## src/rtl/temporal_information_stddev_max_defines.svh

```systemverilog
// ----------------------------------------------------------------------------
// Assertion macros for the temporal information block
// Concurrent checks that compile away when ASSERT_OFF is defined.
// ----------------------------------------------------------------------------
`ifndef TEMPORAL_INFORMATION_STDDEV_MAX_DEFINES_SVH
`define TEMPORAL_INFORMATION_STDDEV_MAX_DEFINES_SVH

`ifndef ASSERT_OFF

// The antecedent implies the consequent in the same cycle.
`define TISM_ASSERT_IMPL(label, clk, rst_n, ante, cons, msg) \
    label: assert property (@(posedge clk) disable iff (!rst_n) (ante) |-> (cons)) \
        else $error(msg);

// The antecedent implies the consequent in the next cycle.
`define TISM_ASSERT_NEXT(label, clk, rst_n, ante, cons, msg) \
    label: assert property (@(posedge clk) disable iff (!rst_n) (ante) |=> (cons)) \
        else $error(msg);

`else

`define TISM_ASSERT_IMPL(label, clk, rst_n, ante, cons, msg)
`define TISM_ASSERT_NEXT(label, clk, rst_n, ante, cons, msg)

`endif

`endif

```

## src/rtl/tism_pkg.sv

```systemverilog
// ----------------------------------------------------------------------------
// tism_pkg
// Types, constants and width helpers shared by the temporal information block.
// ----------------------------------------------------------------------------
package tism_pkg;

    localparam int CFG_W     = 12;
    localparam int CFG_MAX   = 4095;
    localparam int CFG_IDX_W = 1;
    localparam int TI_W      = 16;
    localparam int FRAC_W    = 16;
    localparam int X_W       = 32;

    localparam logic [CFG_W-1:0] WIDTH_RESET  = 12'd1920;
    localparam logic [CFG_W-1:0] HEIGHT_RESET = 12'd1080;

    // Configuration register indexes.
    localparam logic [CFG_IDX_W-1:0] REG_FRAME_WIDTH  = 1'd0;
    localparam logic [CFG_IDX_W-1:0] REG_FRAME_HEIGHT = 1'd1;

    // Datapath phase codes.
    localparam logic [2:0] PH_NQ   = 3'd0;
    localparam logic [2:0] PH_SS   = 3'd1;
    localparam logic [2:0] PH_DEN  = 3'd2;
    localparam logic [2:0] PH_DIV  = 3'd3;
    localparam logic [2:0] PH_SQRT = 3'd4;

    typedef struct packed {
        logic signed [8:0] map_value;
        logic              first_of_sequence;
    } pixel_t;

    typedef struct packed {
        logic [TI_W-1:0] frame_ti;
        logic [TI_W-1:0] max_ti;
    } result_t;

    typedef struct packed {
        logic       capture;
        logic       load;
        logic       step;
        logic       finish;
        logic [2:0] phase;
    } tism_cmd_t;

    // A 12-bit size register can never exceed CFG_MAX.
    function automatic int tism_eff(input int m);
        return (m < CFG_MAX) ? m : CFG_MAX;
    endfunction

    function automatic longint tism_n_max(input int mw, input int mh);
        return longint'(tism_eff(mw)) * longint'(tism_eff(mh));
    endfunction

    // Bits to hold the pixel count itself.
    function automatic int tism_n_w(input int mw, input int mh);
        return $clog2(tism_n_max(mw, mh) + 64'd1);
    endfunction

    // Bits for a pixel index within a frame.
    function automatic int tism_cnt_w(input int mw, input int mh);
        return $clog2(tism_n_max(mw, mh));
    endfunction

    // Bits for the magnitude of the frame's value sum.
    function automatic int tism_mag_w(input int mw, input int mh);
        return $clog2(tism_n_max(mw, mh) * 64'd256 + 64'd1);
    endfunction

    // Bits for the frame's sum of squares.
    function automatic int tism_q_w(input int mw, input int mh);
        return $clog2(tism_n_max(mw, mh) * 64'd65536 + 64'd1);
    endfunction

endpackage

```

## src/rtl/tism_accum.sv

```systemverilog
// ----------------------------------------------------------------------------
// tism_accum
// Per-frame accumulation of map values, their squares and the pixel index.
// ----------------------------------------------------------------------------
module tism_accum #(
    parameter int MAX_WIDTH  = 2048,
    parameter int MAX_HEIGHT = 2048
) (
    input  logic                                                   clk,
    input  logic                                                   rst_n,
    input  logic                                                   accept,
    input  tism_pkg::pixel_t                                       pixel,
    input  logic [tism_pkg::CFG_W-1:0]                             frame_width,
    input  logic [tism_pkg::CFG_W-1:0]                             frame_height,
    output logic                                                   frame_end,
    output logic [tism_pkg::tism_n_w(MAX_WIDTH, MAX_HEIGHT)-1:0]   pixel_count,
    output logic [tism_pkg::tism_mag_w(MAX_WIDTH, MAX_HEIGHT)-1:0] sum_mag,
    output logic [tism_pkg::tism_q_w(MAX_WIDTH, MAX_HEIGHT)-1:0]   square_total
);
    import tism_pkg::*;

    localparam int N_W   = tism_n_w(MAX_WIDTH, MAX_HEIGHT);
    localparam int CNT_W = tism_cnt_w(MAX_WIDTH, MAX_HEIGHT);
    localparam int MAG_W = tism_mag_w(MAX_WIDTH, MAX_HEIGHT);
    localparam int SUM_W = MAG_W + 1;
    localparam int Q_W   = tism_q_w(MAX_WIDTH, MAX_HEIGHT);
    localparam int W_EFF = tism_eff(MAX_WIDTH);
    localparam int H_EFF = tism_eff(MAX_HEIGHT);

    logic signed [SUM_W-1:0] sum_reg, sum_next;
    logic [Q_W-1:0]          sq_reg, sq_next;
    logic [CNT_W-1:0]        cnt_reg, cnt_next;

    logic [CFG_W-1:0]        width_cl;
    logic [CFG_W-1:0]        height_cl;
    logic signed [SUM_W-1:0] sum_base;
    logic signed [SUM_W-1:0] sum_new;
    logic [Q_W-1:0]          sq_base;
    logic [Q_W-1:0]          sq_new;
    logic [CNT_W-1:0]        cnt_base;
    logic [N_W-1:0]          cnt_inc;
    logic [8:0]              value_mag;
    logic [17:0]             value_sq;

    // Clamp the frame size so that a frame always holds at least two pixels.
    always_comb
    begin
        if (frame_width < CFG_W'(2))
            width_cl = CFG_W'(2);
        else if (int'(frame_width) > W_EFF)
            width_cl = CFG_W'(W_EFF);
        else
            width_cl = frame_width;

        if (frame_height < CFG_W'(1))
            height_cl = CFG_W'(1);
        else if (int'(frame_height) > H_EFF)
            height_cl = CFG_W'(H_EFF);
        else
            height_cl = frame_height;
    end

    assign pixel_count = N_W'({{CFG_W{1'b0}}, width_cl} * {{CFG_W{1'b0}}, height_cl});

    // A new clip restarts the frame, so this pixel is its first.
    assign sum_base = pixel.first_of_sequence ? '0 : sum_reg;
    assign sq_base  = pixel.first_of_sequence ? '0 : sq_reg;
    assign cnt_base = pixel.first_of_sequence ? '0 : cnt_reg;

    // Two's complement magnitude; the value -256 yields 256 in nine bits.
    assign value_mag = pixel.map_value[8] ? (~pixel.map_value + 9'd1) : pixel.map_value;
    assign value_sq  = {9'd0, value_mag} * {9'd0, value_mag};

    assign sum_new = sum_base + SUM_W'(pixel.map_value);
    assign sq_new  = sq_base + Q_W'(value_sq);
    assign cnt_inc = N_W'(cnt_base) + N_W'(1);

    // The frame ends once the index reaches the current count minus one.
    assign frame_end = (cnt_inc >= pixel_count);

    assign sum_mag      = sum_new[SUM_W-1] ? MAG_W'(-sum_new) : MAG_W'(sum_new);
    assign square_total = sq_new;

    always_comb
    begin
        sum_next = sum_reg;
        sq_next  = sq_reg;
        cnt_next = cnt_reg;
        if (accept)
        begin
            if (frame_end)
            begin
                sum_next = '0;
                sq_next  = '0;
                cnt_next = '0;
            end
            else
            begin
                sum_next = sum_new;
                sq_next  = sq_new;
                cnt_next = CNT_W'(cnt_inc);
            end
        end
    end

    always_ff @(posedge clk or negedge rst_n)
    begin
        if (!rst_n)
        begin
            sum_reg <= '0;
            sq_reg  <= '0;
            cnt_reg <= '0;
        end
        else
        begin
            sum_reg <= sum_next;
            sq_reg  <= sq_next;
            cnt_reg <= cnt_next;
        end
    end

endmodule

```

## src/rtl/tism_dp.sv

```systemverilog
// ----------------------------------------------------------------------------
// tism_dp
// Shift-add multiplier, restoring divider and integer square root that turn
// one frame's sums into its standard deviation, plus the running maximum and
// the output register that holds a finished result until its transfer.
// ----------------------------------------------------------------------------
module tism_dp #(
    parameter int MAX_WIDTH  = 2048,
    parameter int MAX_HEIGHT = 2048
) (
    input  logic                                                   clk,
    input  logic                                                   rst_n,
    input  tism_pkg::tism_cmd_t                                    cmd,
    input  logic                                                   clear_max,
    input  logic [tism_pkg::tism_n_w(MAX_WIDTH, MAX_HEIGHT)-1:0]   pixel_count,
    input  logic [tism_pkg::tism_mag_w(MAX_WIDTH, MAX_HEIGHT)-1:0] sum_mag,
    input  logic [tism_pkg::tism_q_w(MAX_WIDTH, MAX_HEIGHT)-1:0]   square_total,
    output tism_pkg::result_t                                      result
);
    import tism_pkg::*;

    localparam int N_W   = tism_n_w(MAX_WIDTH, MAX_HEIGHT);
    localparam int MAG_W = tism_mag_w(MAX_WIDTH, MAX_HEIGHT);
    localparam int Q_W   = tism_q_w(MAX_WIDTH, MAX_HEIGHT);
    localparam int NUM_W = N_W + Q_W;
    localparam int DEN_W = 2 * N_W;
    localparam int DVD_W = NUM_W + FRAC_W;
    localparam int ROOT_W = X_W / 2;

    logic [N_W-1:0]    n_reg, n_next;
    logic [MAG_W-1:0]  mag_reg, mag_next;
    logic [Q_W-1:0]    q_reg, q_next;
    logic [NUM_W-1:0]  acc_reg, acc_next;
    logic [NUM_W-1:0]  mcand_reg, mcand_next;
    logic [MAG_W-1:0]  mplr_reg, mplr_next;
    logic [DEN_W-1:0]  den_reg, den_next;
    logic [DVD_W-1:0]  dvd_reg, dvd_next;
    logic [DEN_W-1:0]  rem_reg, rem_next;
    logic [X_W-1:0]    quo_reg, quo_next;
    logic              ovf_reg, ovf_next;
    logic [X_W-1:0]    x_reg, x_next;
    logic [ROOT_W-1:0] root_reg, root_next;
    logic [ROOT_W+1:0] srem_reg, srem_next;
    logic [TI_W-1:0]   ti_reg, ti_next;
    logic [TI_W-1:0]   out_max_reg, out_max_next;
    logic [TI_W-1:0]   max_reg, max_next;
    logic              have_reg, have_next;

    always_comb
    begin
        logic [DEN_W:0]    div_trial;
        logic [ROOT_W+3:0] sq_shift;
        logic [ROOT_W+3:0] sq_trial;
        logic [TI_W-1:0]   ti_val;

        n_next       = n_reg;
        mag_next     = mag_reg;
        q_next       = q_reg;
        acc_next     = acc_reg;
        mcand_next   = mcand_reg;
        mplr_next    = mplr_reg;
        den_next     = den_reg;
        dvd_next     = dvd_reg;
        rem_next     = rem_reg;
        quo_next     = quo_reg;
        ovf_next     = ovf_reg;
        x_next       = x_reg;
        root_next    = root_reg;
        srem_next    = srem_reg;
        ti_next      = ti_reg;
        out_max_next = out_max_reg;
        max_next     = max_reg;
        have_next    = have_reg;

        div_trial = {rem_reg, dvd_reg[DVD_W-1]};
        sq_shift  = {srem_reg, x_reg[X_W-1:X_W-2]};
        sq_trial  = {2'b00, root_reg, 2'b01};
        ti_val    = ovf_reg ? {TI_W{1'b1}} : root_reg;

        if (cmd.capture)
        begin
            n_next   = pixel_count;
            mag_next = sum_mag;
            q_next   = square_total;
        end

        if (cmd.load)
        begin
            case (cmd.phase)
                PH_NQ:
                begin
                    acc_next   = '0;
                    mcand_next = NUM_W'(q_reg);
                    mplr_next  = MAG_W'(n_reg);
                end
                PH_SS:
                begin
                    mcand_next = NUM_W'(mag_reg);
                    mplr_next  = mag_reg;
                end
                PH_DEN:
                begin
                    den_next   = '0;
                    mcand_next = NUM_W'(n_reg);
                    mplr_next  = MAG_W'(n_reg - N_W'(1));
                end
                PH_DIV:
                begin
                    dvd_next = {acc_reg, {FRAC_W{1'b0}}};
                    rem_next = '0;
                    quo_next = '0;
                    ovf_next = 1'b0;
                end
                PH_SQRT:
                begin
                    x_next    = quo_reg;
                    root_next = '0;
                    srem_next = '0;
                end
                default:
                begin
                    acc_next = acc_reg;
                end
            endcase
        end

        if (cmd.step)
        begin
            case (cmd.phase)
                PH_NQ:
                begin
                    if (mplr_reg[0])
                        acc_next = acc_reg + mcand_reg;
                    mcand_next = {mcand_reg[NUM_W-2:0], 1'b0};
                    mplr_next  = mplr_reg >> 1;
                end
                PH_SS:
                begin
                    // A frame cut short by a smaller size can make the difference
                    // wrap; the quotient is then far beyond range and saturates.
                    if (mplr_reg[0])
                        acc_next = acc_reg - mcand_reg;
                    mcand_next = {mcand_reg[NUM_W-2:0], 1'b0};
                    mplr_next  = mplr_reg >> 1;
                end
                PH_DEN:
                begin
                    if (mplr_reg[0])
                        den_next = den_reg + DEN_W'(mcand_reg);
                    mcand_next = {mcand_reg[NUM_W-2:0], 1'b0};
                    mplr_next  = mplr_reg >> 1;
                end
                PH_DIV:
                begin
                    // Any quotient bit pushed past the kept 32 means TI saturates.
                    ovf_next = ovf_reg | quo_reg[X_W-1];
                    dvd_next = {dvd_reg[DVD_W-2:0], 1'b0};
                    if (div_trial >= {1'b0, den_reg})
                    begin
                        rem_next = DEN_W'(div_trial - {1'b0, den_reg});
                        quo_next = {quo_reg[X_W-2:0], 1'b1};
                    end
                    else
                    begin
                        rem_next = div_trial[DEN_W-1:0];
                        quo_next = {quo_reg[X_W-2:0], 1'b0};
                    end
                end
                PH_SQRT:
                begin
                    x_next = {x_reg[X_W-3:0], 2'b00};
                    if (sq_shift >= sq_trial)
                    begin
                        srem_next = (ROOT_W+2)'(sq_shift - sq_trial);
                        root_next = {root_reg[ROOT_W-2:0], 1'b1};
                    end
                    else
                    begin
                        srem_next = (ROOT_W+2)'(sq_shift);
                        root_next = {root_reg[ROOT_W-2:0], 1'b0};
                    end
                end
                default:
                begin
                    acc_next = acc_reg;
                end
            endcase
        end

        // The output register keeps its own copy of the maximum, so a new clip
        // may clear the running maximum while a result still waits.
        if (cmd.finish)
        begin
            ti_next = ti_val;
            if (!have_reg || (ti_val > max_reg))
            begin
                max_next     = ti_val;
                out_max_next = ti_val;
            end
            else
            begin
                out_max_next = max_reg;
            end
            have_next = 1'b1;
        end

        if (clear_max)
        begin
            max_next  = '0;
            have_next = 1'b0;
        end
    end

    always_ff @(posedge clk)
    begin
        n_reg       <= n_next;
        mag_reg     <= mag_next;
        q_reg       <= q_next;
        acc_reg     <= acc_next;
        mcand_reg   <= mcand_next;
        mplr_reg    <= mplr_next;
        den_reg     <= den_next;
        dvd_reg     <= dvd_next;
        rem_reg     <= rem_next;
        quo_reg     <= quo_next;
        ovf_reg     <= ovf_next;
        x_reg       <= x_next;
        root_reg    <= root_next;
        srem_reg    <= srem_next;
        ti_reg      <= ti_next;
        out_max_reg <= out_max_next;
    end

    always_ff @(posedge clk or negedge rst_n)
    begin
        if (!rst_n)
        begin
            max_reg  <= '0;
            have_reg <= 1'b0;
        end
        else
        begin
            max_reg  <= max_next;
            have_reg <= have_next;
        end
    end

    assign result.frame_ti = ti_reg;
    assign result.max_ti   = out_max_reg;

endmodule

```

## src/rtl/tism_ctrl.sv

```systemverilog
// ----------------------------------------------------------------------------
// tism_ctrl
// Sequencer for the per-frame arithmetic: walks the datapath through its
// multiply, divide and square root phases and tracks the output register.
// ----------------------------------------------------------------------------
module tism_ctrl #(
    parameter int MAX_WIDTH  = 2048,
    parameter int MAX_HEIGHT = 2048
) (
    input  logic                clk,
    input  logic                rst_n,
    input  logic                frame_start,
    input  logic                result_taken,
    output tism_pkg::tism_cmd_t cmd,
    output logic                busy,
    output logic                result_valid
);
    import tism_pkg::*;

    localparam int N_W    = tism_n_w(MAX_WIDTH, MAX_HEIGHT);
    localparam int MAG_W  = tism_mag_w(MAX_WIDTH, MAX_HEIGHT);
    localparam int Q_W    = tism_q_w(MAX_WIDTH, MAX_HEIGHT);
    localparam int DIV_N  = N_W + Q_W + FRAC_W;
    localparam int SQRT_N = X_W / 2;
    localparam int STEP_W = $clog2(DIV_N + 1);

    localparam logic [2:0] ST_IDLE = 3'd0;
    localparam logic [2:0] ST_NQ   = 3'd1;
    localparam logic [2:0] ST_SS   = 3'd2;
    localparam logic [2:0] ST_DEN  = 3'd3;
    localparam logic [2:0] ST_DIV  = 3'd4;
    localparam logic [2:0] ST_SQRT = 3'd5;
    localparam logic [2:0] ST_FIN  = 3'd6;

    logic [2:0]        state_reg, state_next;
    logic [STEP_W-1:0] cnt_reg, cnt_next;
    logic              out_valid_reg, out_valid_next;
    logic [STEP_W-1:0] phase_len;
    logic [2:0]        phase_after;

    always_comb
    begin
        case (state_reg)
            ST_NQ:
            begin
                phase_len   = STEP_W'(N_W);
                phase_after = ST_SS;
            end
            ST_SS:
            begin
                phase_len   = STEP_W'(MAG_W);
                phase_after = ST_DEN;
            end
            ST_DEN:
            begin
                phase_len   = STEP_W'(N_W);
                phase_after = ST_DIV;
            end
            ST_DIV:
            begin
                phase_len   = STEP_W'(DIV_N);
                phase_after = ST_SQRT;
            end
            ST_SQRT:
            begin
                phase_len   = STEP_W'(SQRT_N);
                phase_after = ST_FIN;
            end
            default:
            begin
                phase_len   = '0;
                phase_after = ST_IDLE;
            end
        endcase
    end

    always_comb
    begin
        state_next     = state_reg;
        cnt_next       = cnt_reg;
        out_valid_next = out_valid_reg && !result_taken;
        cmd.capture    = 1'b0;
        cmd.load       = 1'b0;
        cmd.step       = 1'b0;
        cmd.finish     = 1'b0;
        cmd.phase      = PH_NQ;

        case (state_reg)
            ST_NQ:   cmd.phase = PH_NQ;
            ST_SS:   cmd.phase = PH_SS;
            ST_DEN:  cmd.phase = PH_DEN;
            ST_DIV:  cmd.phase = PH_DIV;
            ST_SQRT: cmd.phase = PH_SQRT;
            default: cmd.phase = PH_NQ;
        endcase

        case (state_reg)
            ST_IDLE:
            begin
                if (frame_start)
                begin
                    cmd.capture = 1'b1;
                    cnt_next    = '0;
                    state_next  = ST_NQ;
                end
            end
            ST_NQ, ST_SS, ST_DEN, ST_DIV, ST_SQRT:
            begin
                // The first cycle of a phase loads its operands, the rest iterate.
                if (cnt_reg == '0)
                    cmd.load = 1'b1;
                else
                    cmd.step = 1'b1;

                if (cnt_reg == phase_len)
                begin
                    cnt_next   = '0;
                    state_next = phase_after;
                end
                else
                begin
                    cnt_next = cnt_reg + STEP_W'(1);
                end
            end
            ST_FIN:
            begin
                // The output register must be empty or emptied by this cycle's transfer.
                if (!out_valid_reg || result_taken)
                begin
                    cmd.finish     = 1'b1;
                    out_valid_next = 1'b1;
                    state_next     = ST_IDLE;
                end
            end
            default:
            begin
                state_next = ST_IDLE;
            end
        endcase
    end

    always_ff @(posedge clk or negedge rst_n)
    begin
        if (!rst_n)
        begin
            state_reg     <= ST_IDLE;
            cnt_reg       <= '0;
            out_valid_reg <= 1'b0;
        end
        else
        begin
            state_reg     <= state_next;
            cnt_reg       <= cnt_next;
            out_valid_reg <= out_valid_next;
        end
    end

    assign busy         = (state_reg != ST_IDLE);
    assign result_valid = out_valid_reg;

endmodule

```

## src/rtl/temporal_information_stddev_max.sv

```systemverilog
// ----------------------------------------------------------------------------
// temporal_information_stddev_max
// Temporal information: per-frame standard deviation of a temporal map and
// its running maximum over a clip, both in unsigned 8.8 fixed point.
// ----------------------------------------------------------------------------
// Map pixels are taken one per clock. The last pixel of a frame starts the
// per-frame arithmetic, which runs in the background while the next frame's
// pixels keep flowing; it is one shared shift-add multiplier, a restoring
// divider and a square root unit, each retiring one bit per cycle. Each phase
// first loads its operands and then iterates, and a finishing step writes
// the output register. The finished result waits in that register; the
// arithmetic holds in its finishing step only while that register still
// waits for its transfer. The next frame's last pixel and any pixel that
// starts a new clip are held off with pixel_stall while the arithmetic is
// running.
`include "temporal_information_stddev_max_defines.svh"

module temporal_information_stddev_max #(
    parameter int MAX_WIDTH  = 2048,
    parameter int MAX_HEIGHT = 2048
) (
    input  logic                                clk,
    input  logic                                rst_n,
    input  logic                                pixel_valid,
    output logic                                pixel_stall,
    input  tism_pkg::pixel_t                    pixel,
    output logic                                result_valid,
    input  logic                                result_stall,
    output tism_pkg::result_t                   result,
    input  logic                                cfg_valid,
    output logic                                cfg_ready,
    input  logic [tism_pkg::CFG_IDX_W-1:0]      cfg_index,
    input  logic [tism_pkg::CFG_W-1:0]          cfg_data
);
    import tism_pkg::*;

    localparam int N_W   = tism_n_w(MAX_WIDTH, MAX_HEIGHT);
    localparam int MAG_W = tism_mag_w(MAX_WIDTH, MAX_HEIGHT);
    localparam int Q_W   = tism_q_w(MAX_WIDTH, MAX_HEIGHT);

    logic [CFG_W-1:0] width_reg, width_next;
    logic [CFG_W-1:0] height_reg, height_next;

    logic             pixel_accept;
    logic             frame_end;
    logic             frame_start;
    logic             result_taken;
    logic             busy;
    logic [N_W-1:0]   pixel_count;
    logic [MAG_W-1:0] sum_mag;
    logic [Q_W-1:0]   square_total;
    tism_cmd_t        cmd;

    assign cfg_ready = 1'b1;

    always_comb
    begin
        width_next  = width_reg;
        height_next = height_reg;
        if (cfg_valid && cfg_ready)
        begin
            case (cfg_index)
                REG_FRAME_WIDTH:  width_next  = cfg_data;
                REG_FRAME_HEIGHT: height_next = cfg_data;
                default:          width_next  = width_reg;
            endcase
        end
    end

    always_ff @(posedge clk or negedge rst_n)
    begin
        if (!rst_n)
        begin
            width_reg  <= WIDTH_RESET;
            height_reg <= HEIGHT_RESET;
        end
        else
        begin
            width_reg  <= width_next;
            height_reg <= height_next;
        end
    end

    // Pixels that would need the arithmetic unit or disturb the maximum wait.
    assign pixel_stall  = busy && (pixel.first_of_sequence || frame_end);
    assign pixel_accept = pixel_valid && !pixel_stall;
    assign frame_start  = pixel_accept && frame_end;
    assign result_taken = result_valid && !result_stall;

    tism_accum #(
        .MAX_WIDTH    (MAX_WIDTH),
        .MAX_HEIGHT   (MAX_HEIGHT)
    ) u_accum (
        .clk          (clk),
        .rst_n        (rst_n),
        .accept       (pixel_accept),
        .pixel        (pixel),
        .frame_width  (width_reg),
        .frame_height (height_reg),
        .frame_end    (frame_end),
        .pixel_count  (pixel_count),
        .sum_mag      (sum_mag),
        .square_total (square_total)
    );

    tism_ctrl #(
        .MAX_WIDTH    (MAX_WIDTH),
        .MAX_HEIGHT   (MAX_HEIGHT)
    ) u_ctrl (
        .clk          (clk),
        .rst_n        (rst_n),
        .frame_start  (frame_start),
        .result_taken (result_taken),
        .cmd          (cmd),
        .busy         (busy),
        .result_valid (result_valid)
    );

    tism_dp #(
        .MAX_WIDTH    (MAX_WIDTH),
        .MAX_HEIGHT   (MAX_HEIGHT)
    ) u_dp (
        .clk          (clk),
        .rst_n        (rst_n),
        .cmd          (cmd),
        .clear_max    (pixel_accept && pixel.first_of_sequence),
        .pixel_count  (pixel_count),
        .sum_mag      (sum_mag),
        .square_total (square_total),
        .result       (result)
    );

    `TISM_ASSERT_IMPL(a_frame_end_idle, clk, rst_n, pixel_accept && frame_end, !busy, "frame end transferred while the arithmetic unit was busy")
    `TISM_ASSERT_IMPL(a_clip_start_idle, clk, rst_n, pixel_accept && pixel.first_of_sequence, !busy, "clip start transferred while the arithmetic unit was busy")
    `TISM_ASSERT_IMPL(a_max_covers_frame, clk, rst_n, result_valid, result.max_ti >= result.frame_ti, "running maximum below the frame value")
    `TISM_ASSERT_NEXT(a_result_retires, clk, rst_n, result_taken && !cmd.finish, !result_valid, "result still offered after its transfer")
    `TISM_ASSERT_NEXT(a_finish_offers, clk, rst_n, cmd.finish, result_valid, "finished result not offered")

endmodule

```

## config.mk

```make
export PLATFORM = sky130hd
export DESIGN_NAME = temporal_information_stddev_max
export DESIGN_NICKNAME = d
export VERILOG_FILES = /design/src/rtl/tism_pkg.sv /design/src/rtl/tism_accum.sv /design/src/rtl/tism_dp.sv /design/src/rtl/tism_ctrl.sv /design/src/rtl/temporal_information_stddev_max.sv
export VERILOG_INCLUDE_DIRS = /design/src /design/src/rtl
export SDC_FILE = /design/constraint.sdc
export NUM_CORES = 2
export LEC_CHECK = 0
export ABC_CLOCK_PERIOD_IN_PS = 29400
export BUFFER_PORTS_ARGS = -buffer_cell sky130_fd_sc_hd__buf_2
export CORE_MARGIN = 5
export CORE_UTILIZATION = 50
export CTS_CLUSTER_SIZE = 24
export DETAILED_ROUTE_END_ITERATION = 10
export PLACE_DENSITY = 0.66
export SETUP_SLACK_MARGIN = 0.3
export SLEW_MARGIN = 10
export SYNTH_ARGS = -nofsm -noshare
export SYNTH_HDL_FRONTEND = slang
export SYNTH_SLANG_ARGS = --single-unit
```

## constraint.sdc

```tcl
create_clock -name clk -period 29.4 [get_ports clk]
set_input_delay 1.47 -clock clk [delete_from_list [all_inputs] [get_ports clk]]
set_output_delay 1.47 -clock clk [all_outputs]
set_load 0.01 [all_outputs]
```

==> metrics <==
leading cell types in the layout, fill and taps excluded=sky130_fd_sc_hd__nand2_1 (891), sky130_fd_sc_hd__nor2_1 (494), sky130_fd_sc_hd__o21ai_0 (483), sky130_fd_sc_hd__inv_1 (455), sky130_fd_sc_hd__ha_1 (407); Max Root-Sink Buffers=3; Max Slew Vio Count=0; post-synthesis register bit count=694; pin slew with the least headroom to its limit=1.17 ns; net count reported at finish=roughly 6900; area of the core=105000 µm²; number of placement rows=119; number of levels in the clock H-tree=3; I/O pins=between 60 and 70; type of the worst setup path=reg -> out; total negative slack=0 ns; share of total power consumed by net switching=49.3%; final routed wire length divided by cell count=19.3 µm; total CTS buffers=a little over 80; internal cell power=around 3.7 mW; area added between synthesis and finish=8.10%; floorplan die width=around 330 µm; async set-reset flop share out of synthesis=roughly a fifth; drt total wl=150 mm; relative slew slack=between 20% and 30%; via count of the first global-routing pass=roughly 44000; library cell appearing most often on the critical path=sky130_fd_sc_hd__fa_1; first-pass GRT wire length=239 mm; clock tree skew after final layout=approximately 0.026 ns; total number of vias=46400; starting density of the core=50.2%; combinational share of power=a little over three fifths; Max-Cap Viols=0; number of hold violations in the final report=0; residual antenna-violating net count after detailed routing=0; total grt overflow=0; DPL Wire Length=110 mm; status=finished clean; gr usage total=25.9%; worst-path fanout max=32; switching pwr=3.58 mW; Post-CTS Setup Bufs=0; DRC violation total after the first TritonRoute iteration=3649; Setup Viol. Count Final=0; number of non-filler instances in the completed layout=7792; post-synthesis cell area=52800 µm²; critical path's largest stage delay=approximately 0.61 ns; endpoint type of the worst setup path=output port; number of cells produced by synthesis=6421; P_leak=24.7 nW; proportion of layout cells with a drive suffix above 1=6.17%; launching element type of the critical path=register; routed via count divided by cell count=5.95; count of instances resized after the clock tree is built=0; hold buffer count at CTS=0; most common cell after layout, fill and taps aside=sky130_fd_sc_hd__nand2_1; portion of total power attributed to sequential cells=22.1%; power density over the cells=127 nW/µm²; RSZ-0062 raised after global routing=false; number of sinks handled by clock tree synthesis=694; achievable clock frequency=90.1 MHz; dominant synthesized flop cell=sky130_fd_sc_hd__dfxtp_1; drt pass-1 iters=6; standard cell with the maximum stage delay on the critical path=sky130_fd_sc_hd__o41ai_1; share of the cycle needed by the critical path after routing=between 30% and 40%; Avg Inst Size Synth=between 8 and 9 µm²; largest net degree at the start of global routing=116; minimum clock period=11.10 ns; antenna violations before repair=2; post-synth cell types=94; cell at the root of the clock tree=sky130_fd_sc_hd__clkbuf_16; data required time at the worst endpoint=27.93 ns; Clock Latency Late Sink=~0.67 ns; total power of the final layout=around 7.3 mW; Final Cell Area=57100 µm²; antenna cell count=0; sequential cell area fraction in the yosys report=31.2%; EDFF count, synth=~190; routability cong.=approximately 1; Post-Place Cell Area=54300 µm²; clock tree from TritonCTS=built; post-CTS clock slew at the launch and capture registers of the worst setup and hold paths=~0.050 ns; peak ir drop on the vdd network=between 0.0001 and 0.00015 V; clock share of power=14.6%; count of input and output buffers=between 60 and 70; Hold WC Path Type=reg -> reg; number of warnings reported in the yosys synthesis log=0; post-detailed-route DRC marker count=0; height of the die=335 µm; full die area=112000 µm²; number of flip-flops in the largest register=78; Inst Count DP=7640; data arrival time of the critical path=9.63 ns
-- metal layers --
metal | vias to the layer above | GRT usage [%] | wire, µm | part of all wire [%]
met5 | - | 0 | 21 | 0.014
met4 | 4 | 9.13 | 5890 | 3.9
met2 | 1250 | 43.3 | 70100 | 47
li1 | 22500 | - | - | -
met3 | 318 | 3.42 | 7480 | 5.0
met1 | 22300 | 34.8 | 66600 | 44
-- cell usage after synthesis (all sizes together) (16+ instances only) --
| cell | number | area share (%) |
|---|---|---|
| fa | 150 | 5.7 |
| o21bai | 53 | 0.75 |
| ha | 407 | 9.6 |
| clkbuf | 307 | 2.2 |
| a21o | 117 | 1.7 |
| a211oi | 34 | 0.48 |
| o211ai | 56 | 0.80 |
| mux2i | 69 | 1.3 |
| mux2 | 41 | 0.87 |
| nand2b | 83 | 1.0 |
| a221o | 60 | 1.1 |
| xor2 | 99 | 1.6 |
| nor2b | 135 | 1.6 |
| buf | 42 | 0.33 |
| inv | 456 | 3.2 |
| a22oi | 28 | 0.40 |
| and3 | 25 | 0.30 |
| or3 | 44 | 0.54 |
| and2 | 40 | 0.47 |
| a32o | 20 | 0.38 |
| a31oi | 117 | 1.4 |
| or2 | 39 | 0.46 |
| nand4 | 71 | 0.84 |
| dfrtp | 137 | 6.5 |
| a21oi | 389 | 3.7 |
| a211o | 19 | 0.32 |
| a221oi | 26 | 0.43 |
| a22o | 20 | 0.33 |
| xnor2 | 171 | 2.8 |
| nor3 | 99 | 0.95 |
| o22ai | 20 | 0.24 |
| nand2 | 893 | 6.3 |
| nand3 | 194 | 1.8 |
| o31ai | 90 | 1.3 |
| nor2 | 501 | 3.6 |
| edfxtp | 187 | 11 |
| nor4 | 40 | 0.49 |
| dfxtp | 362 | 14 |
| o21ai | 490 | 4.6 |
| o221ai | 28 | 0.46 |
| o21a | 46 | 0.65 |
| o41ai | 16 | 0.27 |
-- power by group through the flow --
stage / Combinational (mW) / Sequential [mW] / Clock (mW)
final: 4.59 / 1.60 / 1.06
after global routing: 5.10 / 1.63 / 1.12
after CTS: 4.55 / 1.60 / 1.09
after detailed placement: 4.52 / 1.62 / 0
after global placement: 4.47 / 1.61 / 0
after floorplan: 3.48 / 1.50 / 0
-- through the flow --
step                utilization (%)  hold slack (ns)  setup slack [ns]
CTS                            54.3            0.439             18.28
floorplan                         -            0.415             17.43
global placement               51.6            0.424             19.14
global route                   54.3            0.451             17.56
finish                         54.3            0.438             18.30
detailed placement             51.6            0.430             19.03
-- cells by family (layout without fill, tap and decap cells) --
group           Yosys count  count (layout)  synth area share [%]
compound gates         1747            1747                  21.5
xor+xnor                270             270                  4.48
fa+ha+maj               557             557                  15.3
buf+inv                 807             721                  5.77
flops                   694             694                  31.2
mux                     110             110                  2.18
other cells               2              68                0.0142
simple gates           2234            2234                  19.5
-- final timing paths --
path / startpoint / endpoint / slack, ns / cells past startpoint
worst max register to register: width_reg[2]$_DFFE_PN0P_ / u_accum.cnt_reg[7]$_DFFE_PN0N_ / 19.02 / 33
worst min register to register: u_dp.dvd_reg[12]$_DFF_P_ / u_dp.dvd_reg[12]$_DFF_P_ / 0.44 / 2
worst min-delay path: u_dp.dvd_reg[12]$_DFF_P_ / u_dp.dvd_reg[12]$_DFF_P_ / 0.44 / 2
max in group asynchronous: rst_n / width_reg[3]$_DFFE_PN0P_ / 27.10 / 2
min in group asynchronous: rst_n / u_accum.sum_reg[8]$_DFFE_PN0N_ / 0.82 / 1
worst max-delay path: width_reg[2]$_DFFE_PN0P_ / pixel_stall / 18.30 / 31
-- area by class of cell --
class | instances | area, µm²
clock buffers | 120 | 2410
clock inverters | 32 | 414
fillers | 9944 | 48000
inverters | 458 | 1720
multi-input cells | 4986 | 33600
flip-flops and latches | 694 | 16500
well taps | 1391 | 1740
repair buffers | 111 | 689
-- critical path: cells and delay by family (launching register included) --
kind	cells	cell delay [ns]
compound gates	8	2.55
xor+xnor	1	0.14
fa+ha+maj	7	3.02
buf+inv	5	0.62
flops	1	0.40
simple gates	10	2.21
Power figures use the tool's default switching activity.
